$ cat src/sv/dqo_pkg.sv
// Shared types and constants for the dual quadrature odometry block.
// No dependencies.
package dqo_pkg;

  localparam int CNT_W      = 16;
  localparam int S_W        = 17;
  localparam int DT_W       = 16;
  localparam int SCALE_W    = 27;
  localparam logic [SCALE_W-1:0] SPEED_SCALE = 27'd128000000;
  localparam int NUM_W      = 44;
  localparam int DIFF_W     = 46;
  localparam int GAIN_W     = 16;
  localparam int PROD_W     = DIFF_W + GAIN_W;
  localparam int SPEED_W    = 24;
  localparam int ODO_W      = 32;
  localparam int VSUM_W     = 48;
  localparam int ROUND_SHIFT = 16;
  localparam int DIV_CNT_W  = $clog2(NUM_W);
  localparam int MUL_CNT_W  = $clog2(GAIN_W);
  localparam logic [DT_W-1:0] DT_MIN = 16'd10;

  localparam int FILTER_LEN_RST = 250;
  localparam int SPEED_GAIN_RST = 9830;

  localparam int CFG_IDX_W  = 2;
  localparam int CFG_DATA_W = 16;
  localparam logic [CFG_IDX_W-1:0] REG_FILTER_LEN = 2'd0;
  localparam logic [CFG_IDX_W-1:0] REG_INVERT_B   = 2'd1;
  localparam logic [CFG_IDX_W-1:0] REG_SPEED_GAIN = 2'd2;

  localparam logic [1:0] FUNC_SAMPLE = 2'd0;
  localparam logic [1:0] FUNC_POLL   = 2'd1;
  localparam logic [1:0] FUNC_RESET  = 2'd2;

  typedef enum logic [2:0] {
    ST_IDLE,
    ST_SCALE,
    ST_DIV,
    ST_DIFF,
    ST_MUL,
    ST_ROUND,
    ST_UPDATE,
    ST_DONE
  } state_e;

  typedef struct packed {
    logic sample;
    logic clr;
    logic load;
    logic scale;
    logic div_step;
    logic diff;
    logic mul_step;
    logic round;
    logic update;
    logic emit;
  } dqo_cmd_t;

  typedef struct packed {
    logic upd;
    logic div_last;
    logic mul_last;
  } dqo_status_t;

endpackage

$ cat src/sv/dual_quadrature_odometry_top.sv
// Dual 4x quadrature decoder with glitch filters and polled odometry.
// Input channel: func_i selects a pin sample, a poll or a reset command;
// each item is one transfer with in_valid_i high and in_stall_o low.
// Pin samples and reset commands give no result and do not stall, so
// samples stream at one per clock while no poll is running.
// A poll gives one result on the output channel. With dt_us_i above 10 it
// runs scale, a 44-step restoring divide, diff, a 16-step shift-add
// multiply, round and update before the result goes out. With a short
// interval it goes from scale straight to the output step.
// in_stall_o is high from a poll transfer until its result sits in the
// output register.
// The output register holds its result while out_stall_i is high; samples
// are still taken meanwhile, and a following poll waits in its last step.
// Configuration writes are registered through cfg_we_i; write only
// while idle.
// Reset clears filters, counters, travel, speed and restores the default
// register values; no clearing pass is needed.
module dual_quadrature_odometry_top import dqo_pkg::*; #(
  parameter int COUNT_LIMIT = 30000,
  parameter int FILTER_BITS = 10
) (
  input  logic                      clk_i,
  input  logic                      rst_ni,
  input  logic                      in_valid_i,
  output logic                      in_stall_o,
  input  logic [1:0]                func_i,
  input  logic                      a_track1_i,
  input  logic                      a_track2_i,
  input  logic                      b_track1_i,
  input  logic                      b_track2_i,
  input  logic [DT_W-1:0]           dt_us_i,
  output logic                      out_valid_o,
  input  logic                      out_stall_i,
  output logic signed [ODO_W-1:0]   odometer_o,
  output logic signed [SPEED_W-1:0] velocity_o,
  output logic                      speed_updated_o,
  input  logic                      cfg_we_i,
  input  logic [CFG_IDX_W-1:0]      cfg_index_i,
  input  logic [CFG_DATA_W-1:0]     cfg_data_i
);

  localparam int FL_W = (FILTER_BITS > 8) ? FILTER_BITS : 8;

  logic [FL_W-1:0]         filter_len_q;
  logic                    invert_b_q;
  logic [GAIN_W-1:0]       speed_gain_q;
  dqo_cmd_t                cmd;
  dqo_status_t             status;
  logic                    busy;
  logic signed [CNT_W-1:0] count_a, count_b;

  always_ff @(posedge clk_i or negedge rst_ni) begin
    if (!rst_ni) begin
      filter_len_q <= FL_W'(FILTER_LEN_RST);
      invert_b_q   <= 1'b0;
      speed_gain_q <= GAIN_W'(SPEED_GAIN_RST);
    end else if (cfg_we_i) begin
      unique case (cfg_index_i)
        REG_FILTER_LEN: filter_len_q <= FL_W'(cfg_data_i[FILTER_BITS-1:0]);
        REG_INVERT_B:   invert_b_q   <= cfg_data_i[0];
        REG_SPEED_GAIN: speed_gain_q <= cfg_data_i[GAIN_W-1:0];
        default: ;
      endcase
    end
  end

  dqo_ctrl u_ctrl (
    .clk_i       (clk_i),
    .rst_ni      (rst_ni),
    .in_valid_i  (in_valid_i),
    .func_i      (func_i),
    .out_stall_i (out_stall_i),
    .status_i    (status),
    .cmd_o       (cmd),
    .busy_o      (busy),
    .out_valid_o (out_valid_o)
  );

  dqo_edge #(
    .COUNT_LIMIT (COUNT_LIMIT),
    .FILTER_BITS (FILTER_BITS)
  ) u_edge (
    .clk_i        (clk_i),
    .rst_ni       (rst_ni),
    .cmd_i        (cmd),
    .raw_i        ({b_track2_i, b_track1_i, a_track2_i, a_track1_i}),
    .filter_len_i (filter_len_q),
    .count_a_o    (count_a),
    .count_b_o    (count_b)
  );

  dqo_poll u_poll (
    .clk_i           (clk_i),
    .rst_ni          (rst_ni),
    .cmd_i           (cmd),
    .invert_b_i      (invert_b_q),
    .speed_gain_i    (speed_gain_q),
    .dt_us_i         (dt_us_i),
    .count_a_i       (count_a),
    .count_b_i       (count_b),
    .status_o        (status),
    .odometer_o      (odometer_o),
    .velocity_o      (velocity_o),
    .speed_updated_o (speed_updated_o)
  );

  assign in_stall_o = busy;

endmodule

$ cat src/sv/dqo_edge.sv
// Glitch filters on the four tracks and the two saturating edge counters.
// Depends on dqo_pkg.
module dqo_edge import dqo_pkg::*; #(
  parameter int COUNT_LIMIT = 30000,
  parameter int FILTER_BITS = 10
) (
  input  logic                    clk_i,
  input  logic                    rst_ni,
  input  dqo_cmd_t                cmd_i,
  input  logic [3:0]              raw_i,
  input  logic [((FILTER_BITS > 8) ? FILTER_BITS : 8)-1:0] filter_len_i,
  output logic signed [CNT_W-1:0] count_a_o,
  output logic signed [CNT_W-1:0] count_b_o
);

  localparam int FL_W = (FILTER_BITS > 8) ? FILTER_BITS : 8;
  localparam logic signed [CNT_W:0] LIM_P = (CNT_W+1)'(COUNT_LIMIT);
  localparam logic signed [CNT_W:0] LIM_N = -LIM_P;

  logic [3:0]                        level_q, level_d;
  logic [3:0][FILTER_BITS-1:0]       cnt_q, cnt_d;
  logic [3:0]                        chg;
  logic signed [CNT_W-1:0]           count_a_q, count_a_d, count_b_q, count_b_d;
  logic signed [2:0]                 delta_a, delta_b;

  always_comb begin
    for (int i = 0; i < 4; i++) begin
      chg[i]     = 1'b0;
      level_d[i] = level_q[i];
      cnt_d[i]   = cnt_q[i];
      if (raw_i[i] == level_q[i]) begin
        cnt_d[i] = '0;
      end else if ((filter_len_i == '0) ||
                   (({1'b0, FL_W'(cnt_q[i])} + (FL_W+1)'(1)) >= {1'b0, filter_len_i})) begin
        chg[i]     = 1'b1;
        level_d[i] = raw_i[i];
        cnt_d[i]   = '0;
      end else begin
        cnt_d[i] = cnt_q[i] + FILTER_BITS'(1);
      end
    end
  end

  // Track 1 counts up when its new level equals the other track's old level;
  // track 2 counts up when its new level differs from the other's old level.
  function automatic logic signed [2:0] edge_delta(input logic c1, input logic c2,
                                                   input logic n1, input logic n2,
                                                   input logic o1, input logic o2);
    logic signed [2:0] d;
    d = 3'sd0;
    if (c1) d = d + ((n1 == o2) ? 3'sd1 : -3'sd1);
    if (c2) d = d + ((n2 != o1) ? 3'sd1 : -3'sd1);
    return d;
  endfunction

  function automatic logic signed [CNT_W-1:0] sat_add(input logic signed [CNT_W-1:0] c,
                                                      input logic signed [2:0] d);
    logic signed [CNT_W:0] s;
    s = {c[CNT_W-1], c} + {{(CNT_W-2){d[2]}}, d};
    if (s > LIM_P) s = LIM_P;
    else if (s < LIM_N) s = LIM_N;
    return s[CNT_W-1:0];
  endfunction

  always_comb begin
    delta_a = edge_delta(chg[0], chg[1], level_d[0], level_d[1], level_q[0], level_q[1]);
    delta_b = edge_delta(chg[2], chg[3], level_d[2], level_d[3], level_q[2], level_q[3]);
    count_a_d = count_a_q;
    count_b_d = count_b_q;
    if (cmd_i.clr || cmd_i.load) begin
      count_a_d = '0;
      count_b_d = '0;
    end else if (cmd_i.sample) begin
      count_a_d = sat_add(count_a_q, delta_a);
      count_b_d = sat_add(count_b_q, delta_b);
    end
  end

  always_ff @(posedge clk_i or negedge rst_ni) begin
    if (!rst_ni) begin
      level_q   <= '0;
      cnt_q     <= '0;
      count_a_q <= '0;
      count_b_q <= '0;
    end else begin
      if (cmd_i.sample) begin
        level_q <= level_d;
        cnt_q   <= cnt_d;
      end
      count_a_q <= count_a_d;
      count_b_q <= count_b_d;
    end
  end

  assign count_a_o = count_a_q;
  assign count_b_o = count_b_q;

endmodule

$ cat src/sv/dqo_poll.sv
// Poll datapath: travel accumulator, scaled speed divider, low-pass multiply
// and the result register. Depends on dqo_pkg.
module dqo_poll import dqo_pkg::*; (
  input  logic                      clk_i,
  input  logic                      rst_ni,
  input  dqo_cmd_t                  cmd_i,
  input  logic                      invert_b_i,
  input  logic [GAIN_W-1:0]         speed_gain_i,
  input  logic [DT_W-1:0]           dt_us_i,
  input  logic signed [CNT_W-1:0]   count_a_i,
  input  logic signed [CNT_W-1:0]   count_b_i,
  output dqo_status_t               status_o,
  output logic signed [ODO_W-1:0]   odometer_o,
  output logic signed [SPEED_W-1:0] velocity_o,
  output logic                      speed_updated_o
);

  localparam logic signed [VSUM_W-1:0] SPEED_MAX = VSUM_W'((1 << (SPEED_W-1)) - 1);
  localparam logic signed [VSUM_W-1:0] SPEED_MIN = -SPEED_MAX - VSUM_W'(1);

  logic signed [S_W-1:0]     s_q;
  logic                      neg_q;
  logic [DT_W-1:0]           dt_q;
  logic                      upd_q;
  logic [ODO_W-1:0]          travel_q;
  logic signed [SPEED_W-1:0] speed_q;
  logic [DT_W-1:0]           rem_q;
  logic [NUM_W-1:0]          quo_q;
  logic [DIV_CNT_W-1:0]      div_cnt_q;
  logic                      dneg_q;
  logic [PROD_W-1:0]         mcand_q, acc_q;
  logic [GAIN_W-1:0]         gain_q;
  logic [MUL_CNT_W-1:0]      mul_cnt_q;
  logic [DIFF_W-1:0]         rmag_q;
  logic [ODO_W-1:0]          odo_q;
  logic signed [SPEED_W-1:0] vel_q;
  logic                      updo_q;

  logic signed [S_W-1:0]     db, s_sum, half;
  logic [S_W-1:0]            s_mag;
  logic [NUM_W-1:0]          num;
  logic [DT_W:0]             rem_sh, rem_sub;
  logic signed [DIFF_W-1:0]  t;
  logic signed [VSUM_W-1:0]  vsum;
  logic [PROD_W-1:0]         acc_rnd;

  always_comb begin
    db     = invert_b_i ? -{count_b_i[CNT_W-1], count_b_i}
                        :  {count_b_i[CNT_W-1], count_b_i};
    s_sum  = {count_a_i[CNT_W-1], count_a_i} + db;
    // truncate toward zero
    half   = (s_sum + signed'(S_W'(s_sum[S_W-1]))) >>> 1;
    s_mag  = s_q[S_W-1] ? S_W'(-s_q) : S_W'(s_q);
    num    = NUM_W'(s_mag) * NUM_W'(SPEED_SCALE) + NUM_W'(dt_q >> 1);
    rem_sh = {rem_q, quo_q[NUM_W-1]};
    rem_sub = rem_sh - {1'b0, dt_q};
    t      = neg_q ? (DIFF_W'(quo_q) + DIFF_W'(speed_q))
                   : (DIFF_W'(quo_q) - DIFF_W'(speed_q));
    acc_rnd = acc_q + PROD_W'(1 << (ROUND_SHIFT-1));
    vsum   = dneg_q ? (VSUM_W'(speed_q) - VSUM_W'(rmag_q))
                    : (VSUM_W'(speed_q) + VSUM_W'(rmag_q));
    if (vsum > SPEED_MAX) vsum = SPEED_MAX;
    else if (vsum < SPEED_MIN) vsum = SPEED_MIN;
  end

  always_ff @(posedge clk_i or negedge rst_ni) begin
    if (!rst_ni) begin
      travel_q  <= '0;
      speed_q   <= '0;
      upd_q     <= 1'b0;
      div_cnt_q <= '0;
      mul_cnt_q <= '0;
    end else begin
      if (cmd_i.clr) begin
        travel_q <= '0;
        speed_q  <= '0;
      end
      if (cmd_i.load) begin
        travel_q <= travel_q + ODO_W'(unsigned'(ODO_W'(half)));
        upd_q    <= dt_us_i > DT_MIN;
      end
      if (cmd_i.scale) div_cnt_q <= '0;
      else if (cmd_i.div_step) div_cnt_q <= div_cnt_q + DIV_CNT_W'(1);
      if (cmd_i.diff) mul_cnt_q <= '0;
      else if (cmd_i.mul_step) mul_cnt_q <= mul_cnt_q + MUL_CNT_W'(1);
      if (cmd_i.update) speed_q <= vsum[SPEED_W-1:0];
    end
  end

  always_ff @(posedge clk_i) begin
    if (cmd_i.load) begin
      s_q  <= s_sum;
      dt_q <= dt_us_i;
    end
    if (cmd_i.scale) begin
      neg_q <= s_q[S_W-1];
      quo_q <= num;
      rem_q <= '0;
    end
    if (cmd_i.div_step) begin
      // restoring step: one quotient bit
      if (!rem_sub[DT_W]) begin
        rem_q <= rem_sub[DT_W-1:0];
        quo_q <= {quo_q[NUM_W-2:0], 1'b1};
      end else begin
        rem_q <= rem_sh[DT_W-1:0];
        quo_q <= {quo_q[NUM_W-2:0], 1'b0};
      end
    end
    if (cmd_i.diff) begin
      dneg_q  <= neg_q ^ t[DIFF_W-1];
      mcand_q <= PROD_W'(t[DIFF_W-1] ? DIFF_W'(-t) : DIFF_W'(t));
      gain_q  <= speed_gain_i;
      acc_q   <= '0;
    end
    if (cmd_i.mul_step) begin
      if (gain_q[0]) acc_q <= acc_q + mcand_q;
      mcand_q <= mcand_q << 1;
      gain_q  <= gain_q >> 1;
    end
    if (cmd_i.round) rmag_q <= acc_rnd[ROUND_SHIFT +: DIFF_W];
    if (cmd_i.emit) begin
      odo_q  <= travel_q;
      vel_q  <= speed_q;
      updo_q <= upd_q;
    end
  end

  assign status_o.upd      = upd_q;
  assign status_o.div_last = div_cnt_q == DIV_CNT_W'(NUM_W-1);
  assign status_o.mul_last = mul_cnt_q == MUL_CNT_W'(GAIN_W-1);

  assign odometer_o      = signed'(odo_q);
  assign velocity_o      = vel_q;
  assign speed_updated_o = updo_q;

endmodule

$ cat src/sv/dqo_ctrl.sv
// Controller: sequences a poll through scale, divide, multiply and update,
// and owns the output valid flag. Depends on dqo_pkg.
module dqo_ctrl import dqo_pkg::*; (
  input  logic        clk_i,
  input  logic        rst_ni,
  input  logic        in_valid_i,
  input  logic [1:0]  func_i,
  input  logic        out_stall_i,
  input  dqo_status_t status_i,
  output dqo_cmd_t    cmd_o,
  output logic        busy_o,
  output logic        out_valid_o
);

  state_e state_q, state_d;
  logic   out_valid_q, out_valid_d;
  logic   slot_free;

  assign slot_free = !out_valid_q || !out_stall_i;

  always_comb begin
    state_d = state_q;
    unique case (state_q)
      ST_IDLE:   if (in_valid_i && func_i == FUNC_POLL) state_d = ST_SCALE;
      ST_SCALE:  state_d = status_i.upd ? ST_DIV : ST_DONE;
      ST_DIV:    if (status_i.div_last) state_d = ST_DIFF;
      ST_DIFF:   state_d = ST_MUL;
      ST_MUL:    if (status_i.mul_last) state_d = ST_ROUND;
      ST_ROUND:  state_d = ST_UPDATE;
      ST_UPDATE: state_d = ST_DONE;
      ST_DONE:   if (slot_free) state_d = ST_IDLE;
      default:   state_d = ST_IDLE;
    endcase
  end

  always_comb begin
    cmd_o = '0;
    unique case (state_q)
      ST_IDLE: begin
        if (in_valid_i) begin
          cmd_o.sample = func_i == FUNC_SAMPLE;
          cmd_o.load   = func_i == FUNC_POLL;
          cmd_o.clr    = func_i == FUNC_RESET;
        end
      end
      ST_SCALE:  cmd_o.scale    = 1'b1;
      ST_DIV:    cmd_o.div_step = 1'b1;
      ST_DIFF:   cmd_o.diff     = 1'b1;
      ST_MUL:    cmd_o.mul_step = 1'b1;
      ST_ROUND:  cmd_o.round    = 1'b1;
      ST_UPDATE: cmd_o.update   = 1'b1;
      ST_DONE:   cmd_o.emit     = slot_free;
      default:   cmd_o = '0;
    endcase
  end

  always_comb begin
    out_valid_d = out_valid_q;
    if (cmd_o.emit) out_valid_d = 1'b1;
    else if (out_valid_q && !out_stall_i) out_valid_d = 1'b0;
  end

  always_ff @(posedge clk_i or negedge rst_ni) begin
    if (!rst_ni) begin
      state_q     <= ST_IDLE;
      out_valid_q <= 1'b0;
    end else begin
      state_q     <= state_d;
      out_valid_q <= out_valid_d;
    end
  end

  assign busy_o      = state_q != ST_IDLE;
  assign out_valid_o = out_valid_q;

endmodule

$ cat config.mk
export PLATFORM = sky130hd
export DESIGN_NAME = dual_quadrature_odometry_top
export DESIGN_NICKNAME = d
export VERILOG_FILES = /design/src/sv/dqo_pkg.sv /design/src/sv/dual_quadrature_odometry_top.sv /design/src/sv/dqo_edge.sv /design/src/sv/dqo_poll.sv /design/src/sv/dqo_ctrl.sv
export SDC_FILE = /design/constraint.sdc
export NUM_CORES = 2
export LEC_CHECK = 0
export ABC_AREA = 0
export BUFFER_PORTS_ARGS = -buffer_cell sky130_fd_sc_hd__buf_2
export CAP_MARGIN = 20
export CORE_UTILIZATION = 58
export DETAILED_ROUTE_END_ITERATION = 12
export GPL_TIMING_DRIVEN = 0
export PLACE_DENSITY = 0.78
export SLEW_MARGIN = 5
export SYNTH_ARGS = -nofsm -noshare
export SYNTH_HDL_FRONTEND = slang
export SYNTH_SLANG_ARGS = --single-unit
$ cat constraint.sdc
create_clock -name clk_i -period 8.1 [get_ports clk_i]
set_clock_uncertainty 0.15 [all_clocks]
set_input_delay 0.81 -clock clk_i [delete_from_list [all_inputs] [get_ports clk_i]]
set_output_delay 0.81 -clock clk_i [all_outputs]
set_load 0.05 [all_outputs]
-- Yosys cells after proc, flatten, opt, wreduce, memory -nomap -nowiden
Cells that the tools add are included.
- logic and storage cells: 208
- input port bits: 45
- output and inout port bits: 59
- flip-flop bits (word level): 512
- mux-type cells: 85
- reductions and logical operators: 25
- $add $sub $neg: 28
- multipliers: 1
- order comparisons: 11
- bitwise gates (word level): 1
- eq/ne operators: 25
- operators with widths (operator ; number):
    two-way mux 62 bit ; 6
    two-way mux 16 bit ; 11
    two-way mux 24 bit ; 4
    two-way mux 44 bit ; 2
    two-way mux 10 bit ; 8
    two-way mux 32 bit ; 2
    adder 62 x 16 -> 62 bit, second input constant ; 1
    adder 62 bit ; 1
    adder 24 x 47 -> 48 bit ; 1
    greater-than comparator 48 x 24 -> 1 bit, second input constant ; 1
    < comparator 48 x 24 -> 1 bit, second input constant ; 1
    two-way mux 48 bit ; 1
    subtractor 24 x 47 -> 48 bit ; 1
    adder 45 x 24 -> 46 bit ; 1
    two-way mux 46 bit ; 1
    negation 46 bit ; 1
    subtractor 45 x 24 -> 46 bit ; 1
    two-way mux 3 bit ; 15
    adder 10 x 1 -> 11 bit, second input constant ; 4
    adder 44 x 15 -> 44 bit ; 1
    >= comparator 11 x 10 -> 1 bit ; 4
    adder 10 x 1 -> 10 bit, second input constant ; 4
    adder 16 x 3 -> 17 bit ; 2
    greater-than comparator 17 x 16 -> 1 bit, second input constant ; 2
    39 further kinds ; 100

-- Longest topological paths before layout
- word-level depth: 16
- mapped depth: 37
- depth with buffers taken out: 36

-- Cells and area by module
Synthesis repeated with hierarchy kept, for this count alone.
- cell total of the unflattened synthesis: 4829
- area total of the unflattened synthesis: 43832.0 um^2
- by module, submodules not included (module ; area each (um^2) ; times used ; cells each ; sequential area each (um^2)):
    dqo_poll ; 35569.1 ; 1 ; 3958 ; 11185.7
    dqo_edge ; 6836.6 ; 1 ; 774 ; 1901.8
    dual_quadrature_odometry_top ; 1092.3 ; 1 ; 59 ; 691.9
    dqo_ctrl ; 334.1 ; 1 ; 38 ; 100.1

-- Worst setup path before layout
OpenSTA, ideal clock, no wires.
- kind: register -> register
- start: register u_poll.s_q[6]
- end: register u_poll.quo_q[43], data pin
- path slack: 0.436 ns
- path buffers: 0
- setup time: 0.267 ns
- data required time: 7.683 ns
- cell stages (with the launch flop): 26
- arrival: 7.247 ns
- period minus slack after synthesis: 7.664 ns
- cell sequence: edfxtp_1 -> or4_1 -> or2_2 -> or3_1 -> and2_1 -> xor2_1 -> ha_1 -> fa_1 -> fa_1 -> fa_1 -> ha_1 -> ha_1 -> ha_1 -> inv_1 -> nor2_1 -> a211o_1 -> a21o_1 -> a221o_1 -> a21oi_1 -> xnor2_1 -> and2_1 -> nand4b_1 -> nand4bb_1 -> nor4_1 -> xnor2_1 -> o21ai_0
- cells in the longest elaborated chain, start to end: 6
- ends and longest elaborated chain (what ; RTL line ; RTL):
    start, declared ; dqo_poll.sv:21 ; logic signed [S_W-1:0] s_q;
    start signal, assigned ; dqo_poll.sv:92 ; s_q <= s_sum;
    negation 17 bit ; dqo_poll.sv:53 ; s_mag = s_q[S_W-1] ? S_W'(-s_q) : S_W'(s_q);
    two-way mux 17 bit (*) ; dqo_poll.sv:53 ;
    multiplier 17 x 14 -> 31 bit (*) ; dqo_poll.sv:54 ; num = NUM_W'(s_mag) * NUM_W'(SPEED_SCALE) + NUM_W'(dt_q >> 1);
    adder 44 x 15 -> 44 bit (*) ; dqo_poll.sv:54 ;
    two-way mux 44 bit (*) ; dqo_poll.sv:95 ; if (cmd_i.scale) begin
    two-way mux 44 bit (*) ; dqo_poll.sv:100 ; if (cmd_i.div_step) begin
    end signal, assigned ; dqo_poll.sv:97 ; quo_q <= num;
    end signal, assigned ; dqo_poll.sv:104 ; quo_q <= {quo_q[NUM_W-2:0], 1'b1};
    end signal, assigned ; dqo_poll.sv:107 ; quo_q <= {quo_q[NUM_W-2:0], 1'b0};
    end, declared ; dqo_poll.sv:28 ; logic [NUM_W-1:0] quo_q;
Every way passes the cells marked *; elsewhere a longest branch is shown, timed or not. The select of a mux whose other input is x is not followed.
A chain may end at the register's enable or synchronous reset.

-- Worst setup path in the final report
Same ends and word-level chain as after synthesis.

==> flow_metrics.tcl <==
set metrics [dict create \
    path_type_of_the_worst_min_delay_path "input port to flop" \
    num_rows 98 \
    end_kind "flop" \
    timing.critical_path.buf_inv 1 \
    p_sw_mw 10.3 \
    firstDrtPassIters 6 \
    finalWorstSetupSlack_ps 256 \
    ys_seq_area_share_pct 33.1 \
    final-setup-viol-count 0 \
    design_power_total_mw 20.8 \
    yosys_register_bits 512 \
    critPathKind "flop to flop" \
    antenna-diode-count 0 \
    crit_top_cell "sky130_fd_sc_hd__ha_1" \
    tritoncts "yes" \
    final_core_util_pct 64.8 \
    layout.cells.most_common_list "sky130_fd_sc_hd__nand2_1 (542), sky130_fd_sc_hd__ha_1 (412), sky130_fd_sc_hd__o21ai_0 (403)" \
    worst_ep_required_time_ps 8330 \
    via_per_inst 6.04 \
    critical-path-slowest-cell "sky130_fd_sc_hd__fa_1" \
    yosys_warnings 0 \
    crit_path_start_kind "flop" \
    cts_buffers 56 \
    rsz_0062_raised_after_global_routing "true" \
    synth.cell_area_mm2 0.0419 \
    finalMaxSlewViolations 0 \
    yosys_cell_types 98 \
    placement.setup.worst_slack_ps -548 \
    htreeDepth 2 \
    groute.usage.overall_pct 28.8 \
    grt_pass1_vias 33700 \
    synth_area_per_cell_um2 8.94 \
    antenna_found_initial 1 \
    dr_total_vias 35500 \
    initial_utilization_pct 58.6 \
    floorplan.core_area_mm2 0.0715 \
    netlist_instances 4687 \
    clk_latency_ps 650 \
    timing.final.crit_share_pct 96.8 \
    cpPeakStageDelay_ps 600 \
    synth_async_sr_flop_share_pct 34.0 \
    clock-root-buffer "sky130_fd_sc_hd__clkbuf_16" \
    port_buffer_count 102 \
    setup_total_negative_slack_ps 0 \
    internal-power_mw 10.5 \
    layout_commonest_cell "sky130_fd_sc_hd__nand2_1" \
    grt-ovfl-total 0 \
    fmax_ghz 0.127 \
    static-leakage-power_nw 20.1 \
    grt_max_degree 112 \
    synth_enable_flop_cells 274 \
    switching_share_pct 49.4 \
    wl_um 108000 \
    outcome "finished, final reports clean" \
    critical_path.top_delay_family "adder cells" \
    pwr-share-comb_pct 64.1 \
    die_area_mm2 0.0734 \
    drt_iter0_markers 2672 \
    power_density_normalized_to_cell_area_mw_per_mm2 450 \
    power.share.sequential_pct 22.4 \
    ant_nets 0 \
    num_io_pins 104 \
    number_of_buffers_between_clock_root_and_the_deepest_sink 3 \
    syn-num-nets 5217 \
    clkSinkCount 512 \
    grt_pass1_wl_um 173000 \
    wl_per_cell_um 18.4 \
    finalHoldViolations 0 \
    die-height_um 271 \
    max_slew.worst_pin.slew_ps 1210 \
    area_grow_syn2layout_pct 10.4 \
    cp_data_arrival_time_ps 8080 \
    vdd_ir_drop_max_v 0.000288 \
    weighted_congestion_at_the_end_of_routability_driven_global_placement 0.953 \
    fill_cells 5834 \
    hpwl_um 82900 \
    post_route_cells_drive_above_1_share_pct 7.69 \
    crit_fanout 5 \
    dominantRegCellSynth "sky130_fd_sc_hd__edfxtp_1" \
    drc_errors 0 \
    pwr-share-clk_pct 13.5 \
    slew_headroom_pct 19.1 \
    fp.dieW_um 271 \
    final_nets 5408 \
    maxcap_violations 0 \
    cts.clk_slew.worst_paths_ps 60 \
    period_minus_slack_ps 7840 \
]
final timing paths:
check                                         from                       endpoint  slack [ps]  depth (start not counted)
max                        u_poll.s_q[6]$_DFFE_PP_     u_poll.quo_q[43]$_DFFE_PP_         260                         25
min                                     dt_us_i[5]       u_poll.dt_q[5]$_DFFE_PP_         200                          1
max reg2reg                u_poll.s_q[6]$_DFFE_PP_     u_poll.quo_q[43]$_DFFE_PP_         260                         25
min reg2reg                u_poll.acc_q[4]$_DFF_P_        u_poll.acc_q[4]$_DFF_P_         330                          2
max in group asynchronous                   rst_ni    speed_gain_q[8]$_DFFE_PN0P_        6200                          3
min in group asynchronous                   rst_ni  u_poll.speed_q[8]$_DFFE_PN0P_         570                          2
final cells by class:
| type | instances | area [um2] | area share [%] |
|---|---|---|---|
| Clock inverter | 35 | 490 | 1.06 |
| Tap cell | 950 | 1190 | 2.57 |
| Buffer | 131 | 515 | 1.11 |
| Multi-Input combinational cell | 3785 | 26900 | 58.0 |
| Inverter | 258 | 971 | 2.10 |
| Clock buffer | 71 | 1530 | 3.30 |
| Timing Repair Buffer | 134 | 862 | 1.86 |
| Sequential cell | 512 | 13900 | 30.0 |
power by group through the flow:
stage	registers (mW)	clock network, mW	logic, mW
after floorplan	4.71	0	9.50
after global placement	4.73	0	12.6
after detailed placement	4.69	0	12.9
after CTS	4.65	2.84	13.0
after global routing	4.74	2.92	14.6
final	4.67	2.81	13.3
layer usage:
| metal | part of all wire (%) | vias up | track usage, % |
|---|---|---|---|
| met4 | 2.8 | 2 | 8.19 |
| met2 | 47 | 984 | 48.5 |
| met5 | 0.011 | - | 0 |
| met1 | 44 | 17000 | 39.0 |
| met3 | 5.7 | 184 | 3.49 |
| li1 | - | 17300 | - |
cells in the mapped netlist, drive strengths merged, types with 10 or more instances:
cell / number / share of area (%)
dfxtp: 64 / 3.1
buf: 13 / 0.17
xnor2: 309 / 6.5
nand3: 187 / 2.2
a21o: 127 / 2.3
mux2: 33 / 0.89
nor4: 32 / 0.56
a21oi: 328 / 3.9
a211o: 12 / 0.25
a2111oi: 10 / 0.24
o31ai: 34 / 0.61
o221ai: 25 / 0.52
nand4: 59 / 0.88
fa: 73 / 3.5
and3: 50 / 0.76
or2: 18 / 0.27
nand3b: 14 / 0.25
dfrtp: 161 / 9.6
edfxtp: 274 / 20
a31oi: 42 / 0.66
o21a: 37 / 0.66
a211oi: 28 / 0.51
ha: 412 / 12
o21ai: 423 / 5.1
nand2b: 64 / 0.96
nor3b: 13 / 0.23
and2: 35 / 0.52
clkbuf: 119 / 1.1
dfstp: 13 / 0.81
a41oi: 12 / 0.25
xor2: 184 / 3.8
o211ai: 22 / 0.39
a21boi: 23 / 0.41
or4: 13 / 0.23
or3: 20 / 0.30
o21bai: 29 / 0.52
nor2: 286 / 2.6
nor3: 71 / 0.85
nand2: 552 / 5.0
mux2i: 23 / 0.55
o31a: 10 / 0.23
nor2b: 44 / 0.67
o41ai: 15 / 0.35
inv: 258 / 2.3
through the flow:
step	hold slack [ps]	cells	cell area [um2]
2_1_floorplan	290	4687	41900
3_3_place_gp	301	5739	43600
3_5_place_dp	316	5755	43900
4_1_cts	178	5863	46000
5_1_grt	188	5876	46300
6_report	203	5876	46300
state kept, by name, summed over array words and instances (netlist names), 17 cells and up:
register           count
u_poll.s_q            17
u_poll.rmag_q         46
u_poll.quo_q          44
u_poll.travel_q       32
u_poll.acc_q          62
u_edge.cnt_q          40
u_poll.odometer_o     32
u_poll.velocity_o     24
u_poll.speed_q        24
u_poll.mcand_q        62
cells by family after synthesis:
| kind of cell | Yosys count | synth area share, % |
|---|---|---|
| flops | 512 | 33.1 |
| simple gates | 1490 | 17.1 |
| fa+ha+maj | 488 | 15.9 |
| buf+inv | 390 | 3.54 |
| xor+xnor | 493 | 10.3 |
| compound gates | 1258 | 18.7 |
| mux | 56 | 1.44 |
repair_timing:
action / in CTS / in global routing
setup endpoints to repair: 8 / 40
pin swaps: 0 / 5
hold endpoints to repair: 9 / 0
resized for setup: 8 / 36
setup buffers: 1 / 11
hold buffers: 1 / 0
(Power assumes the default switching activity.)
